## config.mk

```make
export PLATFORM = sky130hd
export DESIGN_NAME = pfb_ctrl
export DESIGN_NICKNAME = d
export VERILOG_FILES = /design/src/rtl/pfb_pkg.sv /design/src/rtl/pfb_ctrl.sv
export SDC_FILE = /design/constraint.sdc
export NUM_CORES = 1
export LEC_CHECK = 0
export ABC_AREA = 1
export ABC_CLOCK_PERIOD_IN_PS = 1460
export BUFFER_PORTS_ARGS = -buffer_cell sky130_fd_sc_hd__buf_4
export CORE_AREA = 4 4 41 43
export CTS_CLUSTER_DIAMETER = 40
export DETAILED_ROUTE_END_ITERATION = 16
export DIE_AREA = 0 0 45 47
export PLACE_DENSITY = 0.45
export SLEW_MARGIN = 10
export SYNTH_ARGS = -nofsm -noshare
export SYNTH_HDL_FRONTEND = slang
export SYNTH_SLANG_ARGS = --single-unit
```

## constraint.sdc

```tcl
create_clock -name aclk -period 1.46 [get_ports aclk]
set_input_delay 0.292 -clock aclk [delete_from_list [all_inputs] [get_ports aclk]]
set_output_delay 0.292 -clock aclk [all_outputs]
set_load 0.005 [all_outputs]
```

## src/rtl/pfb_pkg.sv

```systemverilog
// ----------------------------------------------------------------------------
// Page frame buffer package
// Shared constants, operation codes and the controller/datapath interface
// types of the page frame buffer bit writer.
// ----------------------------------------------------------------------------
package pfb_pkg;

    // Default geometry: columns per page and pages of eight pixel rows.
    localparam int COLUMNS_DEF = 128;
    localparam int PAGES_DEF   = 8;

    // Input word and result word widths (whole bytes).
    localparam int IN_W  = 40;
    localparam int OUT_W = 16;

    // Operation codes; codes above the last one behave as a byte read.
    typedef enum logic [2:0] {
        FUNC_SET_PIXEL = 3'd0,
        FUNC_SET_BYTE  = 3'd1,
        FUNC_SET_BITS  = 3'd2,
        FUNC_CLEAR_ALL = 3'd3,
        FUNC_READ_BYTE = 3'd4
    } func_t;

    // Commands from the controller to the datapath.
    typedef struct packed {
        logic accept_load; // capture the incoming word and its decode
        logic rd_spill;    // read the byte below the addressed one
        logic wr_first;    // write back the merged addressed byte
        logic wr_second;   // write back the merged spill byte
        logic wr_clear;    // zero the byte at the sweep counter
        logic clr_rst;     // restart the sweep counter
        logic res_load;    // hold the merged addressed byte as the result
        logic out_load;    // load the output register
        logic out_held;    // take the held result rather than the fresh merge
    } pfb_cmd_t;

    // Status from the datapath to the controller.
    typedef struct packed {
        logic in_clear;    // incoming word asks for a clear of the store
        logic spill;       // captured operation also touches the next page
        logic clr_last;    // sweep counter is at the last byte
        logic out_free;    // output register can take a result this cycle
    } pfb_status_t;

endpackage

```

## src/rtl/pfb_ctrl.sv

```systemverilog
// ----------------------------------------------------------------------------
// Page frame buffer controller
// Sequences the read-modify-write of each operation, the clearing sweep
// after reset and on a clear request, and the hand-off of each result.
// ----------------------------------------------------------------------------
module pfb_ctrl (
    input  logic                 aclk,
    input  logic                 aresetn,
    input  logic                 s_tvalid,
    output logic                 s_tready,
    input  pfb_pkg::pfb_status_t st,
    output pfb_pkg::pfb_cmd_t    cmd
);
    import pfb_pkg::*;

    typedef enum logic [2:0] {
        S_INIT,
        S_IDLE,
        S_MERGE0,
        S_MERGE1,
        S_CLEAR,
        S_PUSH
    } state_t;

    state_t state_reg;
    state_t state_next;
    logic   accept;

    assign s_tready = (state_reg == S_IDLE);
    assign accept   = s_tvalid && s_tready;

    // Next state and commands for the datapath.
    always_comb begin
        state_next = state_reg;
        cmd        = '0;
        unique case (state_reg)
            S_INIT: begin
                cmd.wr_clear = 1'b1;
                if (st.clr_last) begin
                    state_next = S_IDLE;
                end
            end
            S_IDLE: begin
                cmd.clr_rst = 1'b1;
                if (accept) begin
                    cmd.accept_load = 1'b1;
                    state_next = st.in_clear ? S_CLEAR : S_MERGE0;
                end
            end
            S_MERGE0: begin
                cmd.wr_first = 1'b1;
                cmd.res_load = 1'b1;
                if (st.spill) begin
                    cmd.rd_spill = 1'b1;
                    state_next   = S_MERGE1;
                end else if (st.out_free) begin
                    cmd.out_load = 1'b1;
                    state_next   = S_IDLE;
                end else begin
                    state_next = S_PUSH;
                end
            end
            S_MERGE1: begin
                cmd.wr_second = 1'b1;
                if (st.out_free) begin
                    cmd.out_load = 1'b1;
                    cmd.out_held = 1'b1;
                    state_next   = S_IDLE;
                end else begin
                    state_next = S_PUSH;
                end
            end
            S_CLEAR: begin
                cmd.wr_clear = 1'b1;
                if (st.clr_last) begin
                    if (st.out_free) begin
                        cmd.out_load = 1'b1;
                        cmd.out_held = 1'b1;
                        state_next   = S_IDLE;
                    end else begin
                        state_next = S_PUSH;
                    end
                end
            end
            S_PUSH: begin
                if (st.out_free) begin
                    cmd.out_load = 1'b1;
                    cmd.out_held = 1'b1;
                    state_next   = S_IDLE;
                end
            end
            default: begin
                state_next = S_IDLE;
            end
        endcase
    end

    // State register; reset starts the clearing sweep.
    always_ff @(posedge aclk) begin
        if (!aresetn) begin
            state_reg <= S_INIT;
        end else begin
            state_reg <= state_next;
        end
    end

    // A clear request goes straight into the sweep.
    a_clear_entry: assert property (@(posedge aclk) disable iff (!aresetn)
        (accept && st.in_clear) |=> (state_reg == S_CLEAR))
        else $error("clear request did not start the sweep");

    // A result is never loaded over one that is still waiting.
    a_out_free: assert property (@(posedge aclk) disable iff (!aresetn)
        cmd.out_load |-> st.out_free)
        else $error("output register overwritten");

    // An operation that spills always writes the second byte next.
    a_spill_seq: assert property (@(posedge aclk) disable iff (!aresetn)
        (state_reg == S_MERGE0 && st.spill) |=> (state_reg == S_MERGE1 && cmd.wr_second))
        else $error("spill byte not written after the first byte");

endmodule

```

# == Word-level counts from Yosys, hierarchy flattened ==
# Cells that the tools add are included.
# totals
word_cells,37
output_inout_bits,10
ff_bits,3
in_bits,7
# op_classes
n_reduce_logical,5
n_eq_ne,9
n_mux,22
# ops
op,n
$mux W3,7
$pmux W3 S6,1
$mux W1,9
$eq A3 B2 Y1 const B,2
$eq A3 B3 Y1 const B,2
$mux W2,3
$ne A2 B2 Y1 const B,3
$reduce_and A4 Y1,1
$reduce_or A2 Y1,2
$eq A3 B1 Y1 const B,1
$logic_not A3 Y1,1
$pmux W1 S3,1
$ne A2 B1 Y1 const B,1
$pmux W1 S2,1
$logic_and A1 B1 Y1,1

# == Logic depth before layout (Yosys ltp) ==
# depth
depth_word,4
ltp_mapped,7
depth_no_buf,7

# == Least setup slack after synthesis ==
# No wires, ideal clock.
# synth_path
path_kind,register -> output
startpoint,register state_reg[1]
endpoint,output port cmd[1] in the netlist's numbering
path_buffers,0
arrival_time_ns,0.913
required_time_ns,1.168
path_slack_ns,0.255
stages_incl_launch_ff,5
cell_sequence,dfxtp_1 nor2_2 nand3_2 and3_1 o21ai_1
# synth_rtl
element,line,rtl
"start, declared",pfb_ctrl.sv:25,state_t state_reg;
"start signal, assigned",pfb_ctrl.sv:103,state_reg <= state_next;
"end, declared",pfb_ctrl.sv:12,output pfb_pkg::pfb_cmd_t cmd

==> impl_metrics.csv <==
group,metric,value,unit
timing,finalClockSkew,2.387,ps
placement,port_buffers,16,
drt,drt_first_pass_iters,2,
timing,rsz0062_at_grt,"yes",
yosys,synth-seq-cells,3,
yosys,synth_cells,54,
floorplan,std_cell_rows,13,
finish,seq_area,68.82,um^2
finish,n_fill_cell,161,
grt,antenna_found_initial,0,
setup_path,crit_fanout,8,
grt,top_usage_layer,"met2",
setup_path,endpoint_kind,"output port",
setup_path,reg2reg_depth,8,
timing,setup_viol,0,
grt,grtUsageMet1,0.1134,
clocking,cts.clk_slew.worst_paths,40,ps
power,power.density,707.9,nW/um^2
grt,overflow,0,
timing,finalCritPeriodShare,0.9995,
finish,antennaDiodeCount,0,
clocking,cts.path.max_buffers,2,
yosys,syn_area,309.0,um^2
drt,drt.antenna.violating_nets,0,
timing,drv_slew,0,
drt,drt_iter0_markers,3,
floorplan,die_area,2115,um^2
finish,nNetsFinal,81,
clocking,clock-sinks,3,
finish,drive_gt1_frac,0.4932,
floorplan,die_h,47,um
placement,postPlaceCellArea,432.9,um^2
setup_path,crit_type,"reg -> out",
worst_hold_path,holdCritPathClass,"in -> reg",
floorplan,chipWidth,45,um
finish,final_cell_area,499.2,um^2
timing,fmax,0.6853,GHz
timing,tightest_slew,204.8,ps
placement,dp_hpwl,686.3,um
clocking,tritoncts,"yes",
finish,syn_to_final_growth,61.54,%
yosys,ys_warn_count,0,
grt,track_usage,0.08998,
grt,grt_pass1_vias,353,
clocking,htree_levels,1,
floorplan,ioPinCount,17,
job,maxCapViolCount,0,
yosys,syn-num-nets,61,
drt,vias,367,
run_status,status,"completed",
floorplan,fp.coreArea,1301,um^2
drt,drc,0,
setup_path,startpoint_type,"flip-flop",
drt,wl_per_cell,9.295,um
yosys,ys_seq_area_frac,0.1943,
yosys,synth_area_per_cell,5.723,um^2
clocking,clk_latency,230,ps
timing,finalSetupTns,0,ps
clocking,cts-root-buf,"clkbuf_4",
grt,grt_max_degree,9,
drt,totalWireLength,818,um
placement,globalplace.congestion,0.7196,
yosys,synthTopCellsByArea,"dfxtp_1, nand2_1, nand3_1",
power,vdd_ir_drop_max,0.4201,mV
drt,via_per_inst,4.170,
finish,multiInputGateArea,217.7,um^2
timing,final_hold_viol_count,0,
clocking,cts_made_buffers,3,
worst_hold_path,hold_path_depth,3,
grt,grt_use_met2,0.1469,
timing,period_needed,1459,ps
timing,max_slew_margin,0.8627,
grt,grt_pass1_wl,1421,um
finish,largest_register_ffs,3,
yosys,yosys.area.top_type_share,0.1943,
power,p_leak,0.2784,nW
grt,grtUsageMet3,0.03448,
floorplan,initial_core_util,0.2375,
setup_path,arrival,1170,ps
yosys,synth_largest_area_cell,"dfxtp_1",
timing,hold_slack,294.0,ps
setup_path,required,1170,ps
yosys,post_synth_num_cell_types,17,
clocking,cts_hold_buffers,0,
-- area by class of cell --
| type | instances | share of cell area |
|---|---|---|
| clock buffer | 4 | 0.05263 |
| tap | 15 | 0.03759 |
| timing repair buffer | 17 | 0.2556 |
| inverter | 10 | 0.08020 |
| sequential | 3 | 0.1378 |
| multi-input combinational | 39 | 0.4361 |
-- placed cells by master, fill, tap and decap left out --
cell type,Yosys,routed
buf_4,2,17
nand2_1,12,12
inv_1,7,7
nand3_1,7,6
nor2_1,7,6
nand3_2,2,3
nor2_2,3,3
clkbuf_4,0,3
inv_2,3,2
dfxtp_4,0,2
inv_4,0,1
nor3_2,1,1
nor2_4,0,1
nand3b_1,1,1
and3_4,0,1
o21ai_2,0,1
o21ai_0,1,1
o22ai_1,1,1
and2_1,1,1
a21oi_1,1,1
clkbuf_1,0,1
dfxtp_2,0,1
-- power breakdown --
group,switching (mW),internal [mW]
combinational,0.0548,0.0577
clock,0.0407,0.102
sequential,0.0109,0.0872
-- final timing paths --
path	slack (ps)	start	end
setup / recovery	0.7	state_reg[1]$_SDFFE_PN0P_	cmd[1]
hold / removal	290	aresetn	state_reg[0]$_SDFFE_PN0P_
setup reg to reg	410	state_reg[1]$_SDFFE_PN0P_	state_reg[2]$_SDFFE_PN0P_
hold reg to reg	530	state_reg[2]$_SDFFE_PN0P_	state_reg[2]$_SDFFE_PN0P_
-- metal layers --
layer,routed length (um),up-vias
met3,69,0
met4,0,0
met2,381,12
li1,-,207
met5,0,-
met1,367,148
-- cells in the mapped netlist (all sizes together) --
cell type  count
nand2         12
buf            2
inv           10
dfxtp          3
and2           1
nand3          9
nand3b         1
and3           1
a21oi          1
o21ai          2
o22ai          1
nor2          10
nor3           1
-- through the flow --
stage | utilization | instances | power [mW] | setup WS [ps]
6_report | 0.3837 | 88 | 0.3534 | 0.7022
5_1_grt | 0.3837 | 88 | 0.3873 | -75.85
3_3_place_gp | 0.3327 | 83 | 0.2021 | 109.4
4_1_cts | 0.3750 | 88 | 0.3596 | -32.46
2_1_floorplan | - | 54 | 0.1576 | 254.5
3_5_place_dp | 0.3327 | 83 | 0.2018 | 89.51
-- worst max-delay path: stages (launching register included) --
cell	delay (ps)
dfxtp_4	370
nand3b_1	160
and3_4	190
o21ai_2	100
buf_4	110
-- kinds of logic (layout without fill, tap and decap cells) --
logic type      Yosys count  count (layout)  synth area share
compound gates            4               4           0.06879
flops                     3               3            0.1943
buf+inv                  12              31            0.1700
simple gates             35              35            0.5668
-- what timing repair did --
action,4_1_cts,5_1_grt
gates cloned,0,0
setup endpoints to repair,2,3
resized for setup,7,4
buffers inserted,1,0
pin swaps,1,1
(Power assumes the default switching activity.)
